<file path="src/design/wsfu_pkg.sv">
// ----------------------------------------------------------------------------
// wsfu_pkg
// Shared types and codes for the WebSocket frame unmasker.
// ----------------------------------------------------------------------------
package wsfu_pkg;

    localparam int unsigned BYTE_W      = 8;
    localparam int unsigned KIND_W      = 3;
    localparam int unsigned LEN_W       = 16;
    localparam int unsigned MASK_BYTES  = 4;
    localparam int unsigned KEY_W       = MASK_BYTES * BYTE_W;

    // Opcode bytes and length codes of the frame header
    localparam logic [BYTE_W-1:0] OPC_BINARY_FINAL = 8'd130;
    localparam logic [BYTE_W-1:0] OPC_CLOSE_FINAL  = 8'd136;
    localparam logic [6:0]        LEN_CODE_EXT16   = 7'd126;
    localparam logic [6:0]        LEN_CODE_EXT64   = 7'd127;

    // Result kinds, carried on tuser
    localparam logic [KIND_W-1:0] KIND_DATA       = 3'd0;
    localparam logic [KIND_W-1:0] KIND_EMPTY      = 3'd1;
    localparam logic [KIND_W-1:0] KIND_CLOSE      = 3'd2;
    localparam logic [KIND_W-1:0] KIND_BAD_OPCODE = 3'd3;
    localparam logic [KIND_W-1:0] KIND_BAD_LENGTH = 3'd4;
    localparam logic [KIND_W-1:0] KIND_NO_MASK    = 3'd5;

    typedef struct packed {
        logic              valid;
        logic [KIND_W-1:0] kind;
        logic [BYTE_W-1:0] data;
        logic              last;
    } t_result;

endpackage

</file>
<file path="src/design/websocket_frame_unmasker.sv">
// ----------------------------------------------------------------------------
// websocket_frame_unmasker
// Parses masked client WebSocket frames and emits unmasked payload bytes.
// ----------------------------------------------------------------------------
// Usage:
//   Slave stream s_axis takes one raw frame byte per transaction on tdata.
//   Master stream m_axis gives zero or one result per input byte: tdata is
//   the unmasked payload byte (zero for other kinds), tuser the result kind
//   (payload, empty frame, close notice, bad opcode, unsupported length,
//   missing mask), tlast marks the final payload byte of a frame.
//   Path: a byte taken from s_axis is held in the input register, goes
//   through the parser logic and shows its result on m_axis from the
//   result register.
//   Throughput: one byte per cycle unless m_axis stalls; the header state
//   update and the key XOR form one logic level between the two registers.
//   Header bytes that give no close notice, end no empty frame and do not
//   fail produce nothing. After a close notice or any error the parser drops
//   all further bytes until reset; s_axis keeps accepting them.
//   Reset (i_rst_n low, synchronous) empties both registers and returns the
//   parser to waiting for an opcode byte.
//   When the receiver stalls, the result register holds its transaction and
//   s_axis fills an empty input register with one more byte, then stops.
// ----------------------------------------------------------------------------
module websocket_frame_unmasker
    import wsfu_pkg::*;
(
    input  logic              i_clk,
    input  logic              i_rst_n,
    input  logic              s_axis_tvalid,
    output logic              s_axis_tready,
    input  logic [BYTE_W-1:0] s_axis_tdata,   // [7:0] raw_byte
    output logic              m_axis_tvalid,
    input  logic              m_axis_tready,
    output logic [BYTE_W-1:0] m_axis_tdata,   // [7:0] payload_byte
    output logic [KIND_W-1:0] m_axis_tuser,   // [2:0] kind
    output logic              m_axis_tlast
);

    logic              in_valid;
    logic [BYTE_W-1:0] in_byte;
    logic              out_free;
    logic              step;
    t_result           result;

    // advance the parser whenever a byte is held and the result slot is free
    assign step = in_valid && out_free;

    wsfu_in_stage u_in_stage (
        .i_clk     (i_clk),
        .i_rst_n   (i_rst_n),
        .i_valid   (s_axis_tvalid),
        .o_ready   (s_axis_tready),
        .i_byte    (s_axis_tdata),
        .i_consume (step),
        .o_valid   (in_valid),
        .o_byte    (in_byte)
    );

    wsfu_parser u_parser (
        .i_clk    (i_clk),
        .i_rst_n  (i_rst_n),
        .i_step   (step),
        .i_byte   (in_byte),
        .o_result (result)
    );

    wsfu_out_stage u_out_stage (
        .i_clk    (i_clk),
        .i_rst_n  (i_rst_n),
        .i_result (result),
        .o_free   (out_free),
        .o_valid  (m_axis_tvalid),
        .i_ready  (m_axis_tready),
        .o_kind   (m_axis_tuser),
        .o_data   (m_axis_tdata),
        .o_last   (m_axis_tlast)
    );

endmodule

</file>
<file path="src/design/wsfu_in_stage.sv">
// ----------------------------------------------------------------------------
// wsfu_in_stage
// Input register: holds one received byte until the parser consumes it.
// ----------------------------------------------------------------------------
module wsfu_in_stage
    import wsfu_pkg::*;
(
    input  logic              i_clk,
    input  logic              i_rst_n,
    input  logic              i_valid,
    output logic              o_ready,
    input  logic [BYTE_W-1:0] i_byte,
    input  logic              i_consume,
    output logic              o_valid,
    output logic [BYTE_W-1:0] o_byte
);

    logic              r_valid;
    logic [BYTE_W-1:0] r_byte;

    // refill in the same cycle the held byte is consumed
    assign o_ready = !r_valid || i_consume;
    assign o_valid = r_valid;
    assign o_byte  = r_byte;

    always_ff @(posedge i_clk) begin
        if (!i_rst_n) begin
            r_valid <= 1'b0;
        end else if (o_ready) begin
            r_valid <= i_valid;
        end
    end

    always_ff @(posedge i_clk) begin
        if (o_ready && i_valid) begin
            r_byte <= i_byte;
        end
    end

endmodule

</file>
<file path="src/design/wsfu_parser.sv">
// ----------------------------------------------------------------------------
// wsfu_parser
// Header state machine and payload unmasking, one byte per step.
// ----------------------------------------------------------------------------
module wsfu_parser
    import wsfu_pkg::*;
(
    input  logic              i_clk,
    input  logic              i_rst_n,
    input  logic              i_step,
    input  logic [BYTE_W-1:0] i_byte,
    output t_result           o_result
);

    localparam logic [2:0] PH_OPCODE  = 3'd0;
    localparam logic [2:0] PH_LENGTH  = 3'd1;
    localparam logic [2:0] PH_EXTLEN  = 3'd2;
    localparam logic [2:0] PH_KEY     = 3'd3;
    localparam logic [2:0] PH_PAYLOAD = 3'd4;

    logic [2:0]       r_phase,   n_phase;
    logic [1:0]       r_hdr_cnt, n_hdr_cnt;
    logic [LEN_W-1:0] r_len,     n_len;
    logic [KEY_W-1:0] r_key,     n_key;
    logic [LEN_W-1:0] r_idx,     n_idx;
    logic             r_halted,  n_halted;

    logic [BYTE_W-1:0] key_byte;
    logic [LEN_W:0]    idx_plus1;
    logic              fin;

    always_comb begin
        case (r_idx[1:0])
            2'd0:    key_byte = r_key[31:24];
            2'd1:    key_byte = r_key[23:16];
            2'd2:    key_byte = r_key[15:8];
            default: key_byte = r_key[7:0];
        endcase
    end

    assign idx_plus1 = {1'b0, r_idx} + {{LEN_W{1'b0}}, 1'b1};
    assign fin       = idx_plus1 >= {1'b0, r_len};

    always_comb begin
        n_phase   = r_phase;
        n_hdr_cnt = r_hdr_cnt;
        n_len     = r_len;
        n_key     = r_key;
        n_idx     = r_idx;
        n_halted  = r_halted;
        o_result  = '0;

        if (i_step && !r_halted) begin
            case (r_phase)
                PH_LENGTH: begin
                    if (!i_byte[7]) begin
                        n_halted      = 1'b1;
                        o_result.valid = 1'b1;
                        o_result.kind  = KIND_NO_MASK;
                    end else if (i_byte[6:0] == LEN_CODE_EXT64) begin
                        n_halted      = 1'b1;
                        o_result.valid = 1'b1;
                        o_result.kind  = KIND_BAD_LENGTH;
                    end else begin
                        n_hdr_cnt = 2'd0;
                        if (i_byte[6:0] == LEN_CODE_EXT16) begin
                            n_len   = '0;
                            n_phase = PH_EXTLEN;
                        end else begin
                            n_len   = {{(LEN_W-7){1'b0}}, i_byte[6:0]};
                            n_phase = PH_KEY;
                        end
                    end
                end
                PH_EXTLEN: begin
                    n_len = {r_len[LEN_W-BYTE_W-1:0], i_byte};
                    if (r_hdr_cnt == 2'd1) begin
                        n_hdr_cnt = 2'd0;
                        n_phase   = PH_KEY;
                    end else begin
                        n_hdr_cnt = 2'd1;
                    end
                end
                PH_KEY: begin
                    n_key = {r_key[KEY_W-BYTE_W-1:0], i_byte};
                    if (r_hdr_cnt == 2'(MASK_BYTES - 1)) begin
                        n_hdr_cnt = 2'd0;
                        n_idx     = '0;
                        if (r_len == '0) begin
                            n_phase        = PH_OPCODE;
                            o_result.valid = 1'b1;
                            o_result.kind  = KIND_EMPTY;
                        end else begin
                            n_phase = PH_PAYLOAD;
                        end
                    end else begin
                        n_hdr_cnt = r_hdr_cnt + 2'd1;
                    end
                end
                PH_PAYLOAD: begin
                    o_result.valid = 1'b1;
                    o_result.kind  = KIND_DATA;
                    o_result.data  = i_byte ^ key_byte;
                    o_result.last  = fin;
                    if (fin) begin
                        n_idx   = '0;
                        n_phase = PH_OPCODE;
                    end else begin
                        n_idx = idx_plus1[LEN_W-1:0];
                    end
                end
                default: begin
                    if (i_byte == OPC_BINARY_FINAL) begin
                        n_phase   = PH_LENGTH;
                        n_hdr_cnt = 2'd0;
                    end else if (i_byte == OPC_CLOSE_FINAL) begin
                        n_halted       = 1'b1;
                        o_result.valid = 1'b1;
                        o_result.kind  = KIND_CLOSE;
                    end else begin
                        n_halted       = 1'b1;
                        o_result.valid = 1'b1;
                        o_result.kind  = KIND_BAD_OPCODE;
                    end
                end
            endcase
        end
    end

    always_ff @(posedge i_clk) begin
        if (!i_rst_n) begin
            r_phase   <= PH_OPCODE;
            r_hdr_cnt <= 2'd0;
            r_len     <= '0;
            r_key     <= '0;
            r_idx     <= '0;
            r_halted  <= 1'b0;
        end else begin
            r_phase   <= n_phase;
            r_hdr_cnt <= n_hdr_cnt;
            r_len     <= n_len;
            r_key     <= n_key;
            r_idx     <= n_idx;
            r_halted  <= n_halted;
        end
    end

endmodule

</file>
<file path="src/design/wsfu_out_stage.sv">
// ----------------------------------------------------------------------------
// wsfu_out_stage
// Result register: holds a result until the downstream side takes it.
// ----------------------------------------------------------------------------
module wsfu_out_stage
    import wsfu_pkg::*;
(
    input  logic              i_clk,
    input  logic              i_rst_n,
    input  t_result           i_result,
    output logic              o_free,
    output logic              o_valid,
    input  logic              i_ready,
    output logic [KIND_W-1:0] o_kind,
    output logic [BYTE_W-1:0] o_data,
    output logic              o_last
);

    logic              r_valid;
    logic [KIND_W-1:0] r_kind;
    logic [BYTE_W-1:0] r_data;
    logic              r_last;

    assign o_free  = !r_valid || i_ready;
    assign o_valid = r_valid;
    assign o_kind  = r_kind;
    assign o_data  = r_data;
    assign o_last  = r_last;

    always_ff @(posedge i_clk) begin
        if (!i_rst_n) begin
            r_valid <= 1'b0;
        end else if (o_free) begin
            r_valid <= i_result.valid;
        end
    end

    always_ff @(posedge i_clk) begin
        if (o_free && i_result.valid) begin
            r_kind <= i_result.kind;
            r_data <= i_result.data;
            r_last <= i_result.last;
        end
    end

endmodule

</file>
<file path="config.mk">
export PLATFORM = sky130hd
export DESIGN_NAME = websocket_frame_unmasker
export DESIGN_NICKNAME = d
export VERILOG_FILES = /design/src/design/wsfu_pkg.sv /design/src/design/websocket_frame_unmasker.sv /design/src/design/wsfu_in_stage.sv /design/src/design/wsfu_parser.sv /design/src/design/wsfu_out_stage.sv
export SDC_FILE = /design/constraint.sdc
export NUM_CORES = 1
export LEC_CHECK = 0
export BUFFER_PORTS_ARGS = -buffer_cell sky130_fd_sc_hd__buf_4
export CORE_MARGIN = 4
export CORE_UTILIZATION = 50
export DETAILED_ROUTE_END_ITERATION = 8
export PLACE_DENSITY = 0.67
export REMOVE_ABC_BUFFERS = 1
export SYNTH_ARGS = -nofsm -noshare
export SYNTH_HDL_FRONTEND = slang
export SYNTH_HIERARCHICAL = 1
export SYNTH_SLANG_ARGS = --single-unit
</file>
<file path="constraint.sdc">
create_clock -name i_clk -period 3.8 [get_ports i_clk]
set_input_delay 0.38 -clock i_clk [delete_from_list [all_inputs] [get_ports i_clk]]
set_output_delay 0.38 -clock i_clk [all_outputs]
set_load 0.02 [all_outputs]
</file>
==> impl_summary.txt, run 1 <==
----------------------------------------------------
[Outcome]
  Status ... finished clean

[Clock network]
  Root buffer selected by CTS ... clkbuf_8
  Number of clock buffers inserted by TritonCTS ... 9
  Clock tree from TritonCTS ... yes
  Clk Latency, worst-skew pair ... 0.35 ns
  Number of H-tree branching levels ... 3
  Longest Clk Path Bufs ... 2
  Post-CTS Resized ... 0
  Post-CTS Setup Repair Bufs ... 0
  Clock edge transition at the registers on the reported setup and hold paths ... 0.10 ns
  Sinks on Clock Net ... 92
  Number of buffers inserted by hold repair at cts ... 0

[Timing]
  Tightest slew margin relative to the limit ... 0.3130
  Setup TNS ... 0 ns
  Total count of hold-check failures in the final report ... 0
  Crit path time final ... 3.343 ns
  Skew final ... 0.01378 ns
  Setup violations, final ... 0
  Peak clock frequency supported by timing ... 299.2 MHz
  Final slew viol count ... 0
  Fin crit share ... 0.8796
  Unrepaired setup endpoints after global routing ... no
  WHS ... 0.1928 ns
  Worst Tran Pin Value ... 1.023 ns

[Synthesis]
  Total of warnings raised by yosys ... 6
  Post-synthesis instance area ... 4867 um2
  Number of different library cells in the post-synthesis netlist ... 65
  Top area cells in the synthesized netlist ... dfxtp_1 30%, edfxtp_1 12%, nand2_1 7.7%, ha_1 5.7%, a21boi_1 3.9%
  Post-synth top cells ... 100 x nand2_1, 72 x dfxtp_1, 33 x nor2_1, 27 x a21oi_1, 26 x inv_1
  Average size of a mapped cell ... 8.723 um2
  Gate Count Post-Synth ... 558
  Flip-flop and latch count after synthesis ... 92
  Share of Yosys cell area claimed by the top area cell type ... 0.2961
  Most instantiated flip-flop cell in the synthesis netlist ... dfxtp_1
  Post-synth EDFFs ... 20
  Share of the yosys chip area belonging to registers ... 0.4195
  FFs w/ async S/R, synth ... 0
  Dominant cell type by area after synthesis ... dfxtp_1
  Most common cell in the netlist ... nand2_1

[Place]
  Placed cell count ... 692
  IO Port Bufs ... 25
  Placed Instance Area ... 5165 um2
  DP HPWL ... 7.922 mm
  Placer Congestion ... 0.8029

[Power]
  Sequential Power Share ... 0.568
  Switching share of total power ... 0.2449
  Share of power burned in the clock network ... 0.381
  Cell leakage power ... 0.001909 uW
  IR drop worst, VDD ... 0.1930 mV
  Net switching power of the design ... 444.4 uW
  Internal ... 1370 uW
  Total power of the final layout ... 1815 uW
  Power density relative to cell area ... 338.0 nW/um2
  Part of the power in combinational logic ... 0.052

[Worst setup path]
  FF-to-FF path depth ... 13
  Cell chain of the critical path ... nand2_1, nor4b_2, buf_4, nand4_1, xnor2_1, ha_1, a21oi_1, a21boi_0, o31ai_1, o211ai_2, buf_4, o41ai_1, a31o_1
  Maximum fanout along the worst path ... 9
  Buffering stage count on the worst path with inverters included ... 2
  Cell family with the largest share of critical-path delay ... compound AO/OA/AOI/OAI gates
  Longest individual stage delay on the worst path ... 0.48 ns
  Critical path capture point type ... flip-flop
  Number of gates on the worst path with buffers counted ... 13
  Critical Path RT ... 4.10 ns
  Start point of the critical path ... u_parser/r_idx[0]
  CP Launch Type ... flip-flop
  Critical Path Slowest Stage Cell ... dfxtp_1
  Most numerous cell on the critical path ... buf_4
  Data arrival time of the critical path ... 3.65 ns
  Startpoint of the worst-slack reg-to-reg timing path ... u_parser/r_idx[0]
  WS Path Type ... reg -> reg

[Die]
  Die Span Y ... 106.7 um
  Placeable Area ... 9371 um2
  Die width ... 106.7 um
  Total I/O pin count ... 26
  Count of standard-cell rows ... 35
  Initial standard-cell utilization of the core ... 0.5194
  Die Area ... 11380 um2

[Job]
  Number of maximum-capacitance constraint violations ... 0

[Hold path]
  Worst hold stages ... 1
  Worst min-delay path startpoint ... s_axis_tdata[4]
  Min-delay worst type ... in -> reg

[GRT]
  Via count of the first global-routing pass ... 4014
  Global-route wire length before repair ... 19.24 mm
  Number of antenna violations at the first check in global routing ... 0
  Maximum number of pins on one net before global-route repair ... 36
  Overall track demand over capacity in global routing ... 0.2091
  Total congestion overflow after global routing ... 0

[Routing]
  1st-iter DRT viols ... 299
  Via count of the routed design ... 4049
  Wirelength per Cell ... 16.03 um
  First-pass detailed-route iteration total ... 6
  Routed WL ... 11.35 mm
  Drt drc ... 0
  Remaining number of nets flagged by the antenna check after routing ... 0
  DR vias/cell ... 5.719

[Cells and area]
  Post-synthesis to final-layout area growth ... 10.31%
  Fin area ... 5369 um2
  Share of cells above drive strength 1 ... 0.1105
  Net total in the final layout ... 608
  Final Instance Count excl. Fillers ... 708
  Antenna diode instance count ... 0

----------------------------------------------------
==> cell families (layout without fill, tap and decap cells) <==
family / count (synthesis) / after routing / synth area share
DFF: 92 / 92 / 0.4195
adders and majority gates: 22 / 22 / 0.05655
and+or+nand+nor: 224 / 224 / 0.2280
AOI/OAI and AO/OA: 138 / 138 / 0.2049
xor gates and xnor gates: 24 / 24 / 0.04319
buffers and inverters: 57 / 78 / 0.04576
muxes: 1 / 1 / 0.002057
==> path summary, 6_finish.rpt <==
kind	end	slack, ns
setup / recovery	u_parser/r_idx[14]	0.46
hold / removal	u_in_stage/o_byte[4]	0.19
setup reg to reg	u_parser/r_idx[14]	0.46
hold reg to reg	u_parser/r_key[27]	0.46
==> layout make-up <==
| class | instances | area, um2 |
|---|---|---|
| inverter | 29 | 108.9 |
| clock buffer | 9 | 123.9 |
| multi-input combinational | 409 | 2605 |
| fill | 879 | 4003 |
| clock inverter | 7 | 80.08 |
| timing repair buffer | 33 | 247.7 |
| sequential | 92 | 2042 |
| tap | 129 | 161.4 |
==> power groups by stage <==
stage	clock network, uW	logic, uW	registers, uW
floorplan	0	43.2	1060
finish	691	93.5	1030
CTS	708	94.8	1030
global placement	0	92.4	1050
global route	755	102	1030
detailed placement	0	94.3	1050
==> state kept, by name, indices dropped and copies added, names as in the netlist, 2 cells and up <==
register and cells:
u_parser/r_len 16, u_in_stage/o_byte 8, u_parser/r_hdr_cnt 2, u_parser/r_key 32
u_parser/r_idx 16, u_out_stage/o_kind 3, u_parser/r_phase 3, u_out_stage/o_data 8
==> layer usage <==
layer,wire length [um],vias up,part of all wire,GRT usage
li1,-,2006,-,-
met1,5120,1941,0.45,0.2696
met2,5567,86,0.49,0.3575
met3,445,16,0.039,0.03974
met4,212,0,0.019,0.05936
met5,0,-,0,0
==> cells in the final DEF (no fill, tap or decap), types with 5 or more instances in the layout <==
cell type and count:
nand2_1 100, dfxtp_1 72, buf_4 33, nor2_1 32, a21oi_1 27, inv_1 26
a21boi_1 25, nor2b_1 24, ha_1 22, edfxtp_1 20, xnor2_1 19, nand3_1 18
o31ai_1 12, o21ai_1 10, clkbuf_8 9, a22oi_1 9, nand4_1 8, a222oi_1 8
a21o_1 6, nor3b_1 6, xor2_1 5, nor4_1 5, nor3_1 5, a211o_1 5
==> through the flow <==
stage / setup WS [ns] / util
3_5_place_dp: 0.5194 / 0.5511
6_report: 0.4574 / 0.5729
5_1_grt: 0.05084 / 0.5729
2_1_floorplan: 0.4648 / -
4_1_cts: 0.4379 / 0.5729
3_3_place_gp: 0.5794 / 0.5511
Power figures use the tool's default switching activity.
==> inputs of run 2 (changes only) <==
==> constraint.sdc (replaced) <==
create_clock -name i_clk -period 3.8 [get_ports i_clk]
set_input_delay 0.57 -clock i_clk [delete_from_list [all_inputs] [get_ports i_clk]]
set_output_delay 0.57 -clock i_clk [all_outputs]
set_load 0.02 [all_outputs]
==> run 2 against run 1 <==
  * Die area unchanged
  * Routed wire length increased by 0.86%
  * Power decreased by 2.1%
  * Clock skew decreased by 0.0019 ns
  * Clock power decreased by 5.5%
  * Critical path depth unchanged
  * Via count increased by 0.57%
  * Core utilization about the same
  * Cell area about the same
  * First-iteration DRC count decreased by 0.33%
==> impl_summary.txt, run 2 (synthesis gave the netlist of run 1 again) <==
----------------------------------------------------
[Outcome]
  Status ... finished clean

[Worst setup path]
  Startpoint of the worst-slack reg-to-reg timing path ... u_parser/r_idx[3]
  FF-to-FF End ... u_parser/r_idx[14]
  Critical Path RT ... 4.11 ns
  FF-to-FF path depth ... 13
  Critical path capture point type ... flip-flop
  Cell chain of the critical path ... nand3_1, nor4b_2, buf_4, nand4_1, xnor2_1, ha_1, a21oi_1, a21boi_0, o31ai_1, o211ai_2, buf_4, o41ai_1, a31o_1
  Buffering stage count on the worst path with inverters included ... 2
  CP Launch Type ... flip-flop
  Worst R2R Setup Slack ... 0.38 ns
  Longest individual stage delay on the worst path ... 0.46 ns
  Data arrival time of the critical path ... 3.73 ns
  Critical Path Slowest Stage Cell ... dfxtp_1
  Maximum fanout along the worst path ... 9
  Cell family with the largest share of critical-path delay ... compound AO/OA/AOI/OAI gates
  Most numerous cell on the critical path ... buf_4
  WS Path Type ... reg -> reg

[Power]
  Switching share of total power ... 0.2608
  Power density relative to cell area ... 331.0 nW/um2
  Part of the power in combinational logic ... 0.053
  Internal ... 1314 uW
  Total power of the final layout ... 1777 uW
  Cell leakage power ... 0.001917 uW
  Share of power burned in the clock network ... 0.368
  IR drop worst, VDD ... 0.1984 mV
  Net switching power of the design ... 463.5 uW
  Sequential Power Share ... 0.579

[Hold path]
  Worst hold stages ... 1
  Worst min-delay path startpoint ... s_axis_tdata[5]
  Min-delay worst type ... in -> reg
  Hold EP ... u_in_stage/o_byte[5]

[Cells and area]
  Post-synthesis to final-layout area growth ... 10.33%
  Fin area ... 5370 um2
  Largest registers in the final layout ... u_parser/r_key x32, u_parser/r_idx x16, u_parser/r_len x16
  Antenna diode instance count ... 0
  Flip-flop count of the largest register after layout ... 32
  Most common library cell in the layout ignoring fill and taps ... nand2_1
  Register containing the most flip-flops in the final layout ... u_parser/r_key
  Net total in the final layout ... 610
  FF+latch area ... 2042 um2
  Most frequent cells in the layout ... 100 x nand2_1, 72 x dfxtp_1, 35 x buf_4
  Total of fill cells in the finished design ... 888
  Area occupied by multi-input gates ... 2605 um2
  Share of cells above drive strength 1 ... 0.1136

[Clock network]
  Clock edge transition at the registers on the reported setup and hold paths ... 0.10 ns
  Number of clock buffers inserted by TritonCTS ... 9
  Clk Latency, worst-skew pair ... 0.36 ns
  Sinks on Clock Net ... 92
  Clock tree from TritonCTS ... yes
  Post-CTS Resized ... 0
  Longest Clk Path Bufs ... 2
  Number of H-tree branching levels ... 3
  Root buffer selected by CTS ... clkbuf_8
  Number of buffers inserted by hold repair at cts ... 0
  Post-CTS Setup Repair Bufs ... 0

[Timing]
  Skew final ... 0.01192 ns
  Fin worst setup slack ... 0.3801 ns
  Crit path time final ... 3.420 ns
  Worst Tran Pin Value ... 0.6563 ns
  Tightest slew margin relative to the limit ... 0.5624
  Setup violations, final ... 0
  Final slew viol count ... 0
  Peak clock frequency supported by timing ... 292.4 MHz
  Setup TNS ... 0 ns
  Total count of hold-check failures in the final report ... 0
  Unrepaired setup endpoints after global routing ... no
  Fin crit share ... 0.9000
  WHS ... 0.3793 ns

[GRT]
  Met2 GRT Util ... 0.3611
  Via count of the first global-routing pass ... 4085
  Most used routing layer in global routing ... met2
  Maximum number of pins on one net before global-route repair ... 36
  Number of antenna violations at the first check in global routing ... 0
  Global-route wire length before repair ... 19.40 mm
  Met1 track demand over resource in global routing ... 0.2692
  Overall track demand over capacity in global routing ... 0.2119
  Total congestion overflow after global routing ... 0
  Global-route track usage on met3 ... 0.03853

[Die]
  Initial standard-cell utilization of the core ... 0.5194
  Placeable Area ... 9371 um2
  Count of standard-cell rows ... 35
  Die Span Y ... 106.7 um
  Die Area ... 11380 um2
  Total I/O pin count ... 26
  Die width ... 106.7 um

[Routing]
  Drt drc ... 0
  Wirelength per Cell ... 16.12 um
  Via count of the routed design ... 4072
  First-pass detailed-route iteration total ... 5
  Remaining number of nets flagged by the antenna check after routing ... 0
  Routed WL ... 11.44 mm
  1st-iter DRT viols ... 298
  DR vias/cell ... 5.735

[Job]
  Number of maximum-capacitance constraint violations ... 0

[Place]
  IO Port Bufs ... 25
  Placer Congestion ... 0.8044
  Worst slack after detailed placement ... 0.4843 ns
  DP HPWL ... 7.915 mm
  Placed Instance Area ... 5180 um2

----------------------------------------------------
-- run 2: worst max-delay path by stage --
| stage | end | startpoint | depth (start not counted) |
|---|---|---|---|
| after floorplan | u_parser/r_idx[0] | u_parser/r_idx[0] | 11 |
| after global placement | u_parser/r_idx[9] | u_parser/r_idx[0] | 12 |
| after detailed placement | u_parser/r_idx[9] | u_parser/r_idx[0] | 12 |
| after CTS | u_parser/r_idx[9] | u_parser/r_idx[0] | 13 |
| after global routing | u_parser/r_idx[14] | u_parser/r_idx[2] | 13 |
| final | u_parser/r_idx[14] | u_parser/r_idx[3] | 13 |
-- run 2: final cells by class --
cell class / count / area share
Clock inverter: 7 / 0.01235
Sequential cell: 92 / 0.3802
Inverter: 29 / 0.02027
Clock buffer: 9 / 0.02307
Multi-Input combinational cell: 409 / 0.4851
Tap cell: 129 / 0.03006
Timing Repair Buffer: 35 / 0.04893
-- run 2: power by group through the flow --
| stage | combinational, uW | sequential (uW) | clock (uW) |
|---|---|---|---|
| finish | 94.3 | 1030 | 653 |
| global route | 102 | 1030 | 709 |
| CTS | 95.1 | 1030 | 673 |
| detailed placement | 94.8 | 1050 | 0 |
| global placement | 93.7 | 1050 | 0 |
| floorplan | 43.2 | 1060 | 0 |
-- run 2: per-stage QoR --
stage | util | instances
global placement | 0.5527 | 694
floorplan | - | 530
finish | 0.5730 | 710
CTS | 0.5730 | 710
global route | 0.5730 | 710
detailed placement | 0.5527 | 694
-- run 2: worst reg2reg max path, stage by stage (launching register included) --
cell	delay [ns]
dfxtp_1	0.46
nand3_1	0.19
nor4b_2	0.25
buf_4	0.18
nand4_1	0.16
xnor2_1	0.24
ha_1	0.29
a21oi_1	0.16
a21boi_0	0.10
o31ai_1	0.29
o211ai_2	0.29
buf_4	0.24
o41ai_1	0.37
a31o_1	0.15
-- run 2: per-layer routing --
layer	part of all wire	up-vias
met5	0	-
met4	0.021	0
met3	0.035	19
met2	0.49	82
met1	0.45	1960
li1	-	2011
==> inputs of run 3 (changes only) <==
==> constraint.sdc (replaced) <==
create_clock -name i_clk -period 3.8 [get_ports i_clk]
set_input_delay 0.76 -clock i_clk [delete_from_list [all_inputs] [get_ports i_clk]]
set_output_delay 0.76 -clock i_clk [all_outputs]
set_load 0.02 [all_outputs]
==> run 3 against run 2 <==
  * Global-route usage about the same
  * Non-clock buffer count unchanged
  * Combinational power about the same
  * Core utilization grew 0.36 points
  * Die area did not move
  * Cell area increased by 0.63%
  * Sequential power hardly changed
  * Largest power group unchanged
  * Power rose by 4.8%
  * Clock skew grew 0.0012 ns
  * Highest routed layer unchanged
  * Cell count did not move
  * Routed wire length barely moved
  * Via count rose by 0.17%
==> impl_summary.txt, run 3 (synthesis gave the netlist of run 1 again) <==
----------------------------------------------------
[Outcome]
  Status ... finished clean

[Power]
  Cell leakage power ... 0.001928 uW
  Total power of the final layout ... 1862 uW
  IR drop worst, VDD ... 0.2347 mV
  Power density relative to cell area ... 344.7 nW/um2

[Clock network]
  Post-CTS Resized ... 0
  Clk Latency, worst-skew pair ... 0.36 ns
  Number of clock buffers inserted by TritonCTS ... 9
  Number of buffers inserted by hold repair at cts ... 0
  Clock edge transition at the registers on the reported setup and hold paths ... 0.10 ns
  Clock tree from TritonCTS ... yes
  Longest Clk Path Bufs ... 2
  Number of H-tree branching levels ... 3
  Root buffer selected by CTS ... clkbuf_8
  Sinks on Clock Net ... 92
  Post-CTS Setup Repair Bufs ... 0

[Cells and area]
  Most common library cell in the layout ignoring fill and taps ... nand2_1
  Flip-flop count of the largest register after layout ... 32
  Final Instance Count excl. Fillers ... 710
  Share of the core filled with cells ... 0.5766
  Register containing the most flip-flops in the final layout ... u_parser/r_key
  Largest registers in the final layout ... u_parser/r_key x32, u_parser/r_idx x16, u_parser/r_len x16
  Net total in the final layout ... 610
  Share of cells above drive strength 1 ... 0.1136
  Most frequent cells in the layout ... 100 x nand2_1, 72 x dfxtp_1, 35 x buf_4
  Post-synthesis to final-layout area growth ... 11.03%
  Antenna diode instance count ... 0

[GRT]
  Met2 GRT Util ... 0.3665
  Via count of the first global-routing pass ... 3950
  Global-route wire length before repair ... 19.31 mm
  Number of antenna violations at the first check in global routing ... 0
  Total congestion overflow after global routing ... 0
  Overall track demand over capacity in global routing ... 0.2119
  Met1 track demand over resource in global routing ... 0.2665
  Most used routing layer in global routing ... met2
  Global-route track usage on met3 ... 0.04576
  Maximum number of pins on one net before global-route repair ... 34

[Worst setup path]
  WS Path Type ... reg -> reg
  Critical path capture point type ... flip-flop
  Critical Path RT ... 4.11 ns
  Maximum fanout along the worst path ... 8
  Data arrival time of the critical path ... 3.54 ns
  Worst R2R Setup Slack ... 0.57 ns
  CP Launch Type ... flip-flop

[Routing]
  Routed WL ... 11.45 mm
  DR vias/cell ... 5.745
  1st-iter DRT viols ... 325
  Wirelength per Cell ... 16.12 um
  First-pass detailed-route iteration total ... 5
  Remaining number of nets flagged by the antenna check after routing ... 0
  Drt drc ... 0
  Via count of the routed design ... 4079

[Timing]
  Crit path time final ... 3.233 ns
  Tightest slew margin relative to the limit ... 0.5621
  Skew final ... 0.01310 ns
  Setup TNS ... 0 ns
  Fin crit share ... 0.8508
  Peak clock frequency supported by timing ... 309.3 MHz
  Setup violations, final ... 0
  Fin worst setup slack ... 0.5671 ns
  Worst Tran Pin Value ... 0.6569 ns
  Unrepaired setup endpoints after global routing ... no
  Final slew viol count ... 0
  Total count of hold-check failures in the final report ... 0

[Die]
  Count of standard-cell rows ... 35
  Die Area ... 11380 um2
  Placeable Area ... 9371 um2
  Die Span Y ... 106.7 um
  Initial standard-cell utilization of the core ... 0.5194
  Total I/O pin count ... 26
  Die width ... 106.7 um

[Place]
  IO Port Bufs ... 25
  Placed cell count ... 694
  Worst slack after detailed placement ... 0.5855 ns
  DP HPWL ... 8.014 mm
  Placer Congestion ... 0.8412

[Hold path]
  Min-delay worst type ... reg -> reg

[Job]
  Number of maximum-capacitance constraint violations ... 0

----------------------------------------------------
-- run 3: changes by cell type in the layout (fill, tap and decap cells not counted), sizes merged --
cell,change
bufinv,+1
clkinv,-2
clkbuf,+1
inv,-1
clkinvlp,+1
-- run 3: cell type report --
cell class              count  area (um2)
clock inverters             6       75.07
flip-flops and latches     92        2042
repair buffers             35       262.8
fillers                   865        3968
clock buffers              10       148.9
multi-input cells         409        2605
inverters                  29       108.9
well taps                 129       161.4
-- run 3: routing by layer --
layer  vias up  part of all wire
met5         -                 0
met4         0             0.015
met3        11             0.047
met2        97              0.50
met1      1964              0.44
li1       2007                 -
-- run 3: power by group --
group          leakage [uW]  switching [uW]  total, uW  internal, uW
logic               0.00104            51.8       94.5          42.6
clock network      0.000111             382        738           356
registers          0.000772            16.0       1030          1010
-- run 3: through the flow --
step                cell area, um2  hold slack (ns)
floorplan                     4753           0.4346
global placement              5180           0.4425
detailed placement            5180           0.4539
CTS                           5404           0.4688
global route                  5404           0.4831
finish                        5404           0.4661
-- run 3: worst paths after layout --
kind	depth (start not counted)	start	to
worst max-delay path	13	u_parser/r_idx[0]	u_parser/r_idx[14]
worst min-delay path	2	u_parser/r_key[27]	u_parser/r_key[27]
worst max register to register	13	u_parser/r_idx[0]	u_parser/r_idx[14]
worst min register to register	2	u_parser/r_key[27]	u_parser/r_key[27]
-- run 3: worst max-delay path: stages, from the launching register on --
cell	delay [ns]
dfxtp_1	0.46
nand2_1	0.14
nor4b_2	0.26
buf_4	0.17
nand4_1	0.16
xnor2_1	0.17
ha_1	0.31
a21oi_1	0.15
a21boi_0	0.10
o31ai_1	0.29
o211ai_2	0.26
buf_4	0.24
o41ai_1	0.32
a31o_1	0.14
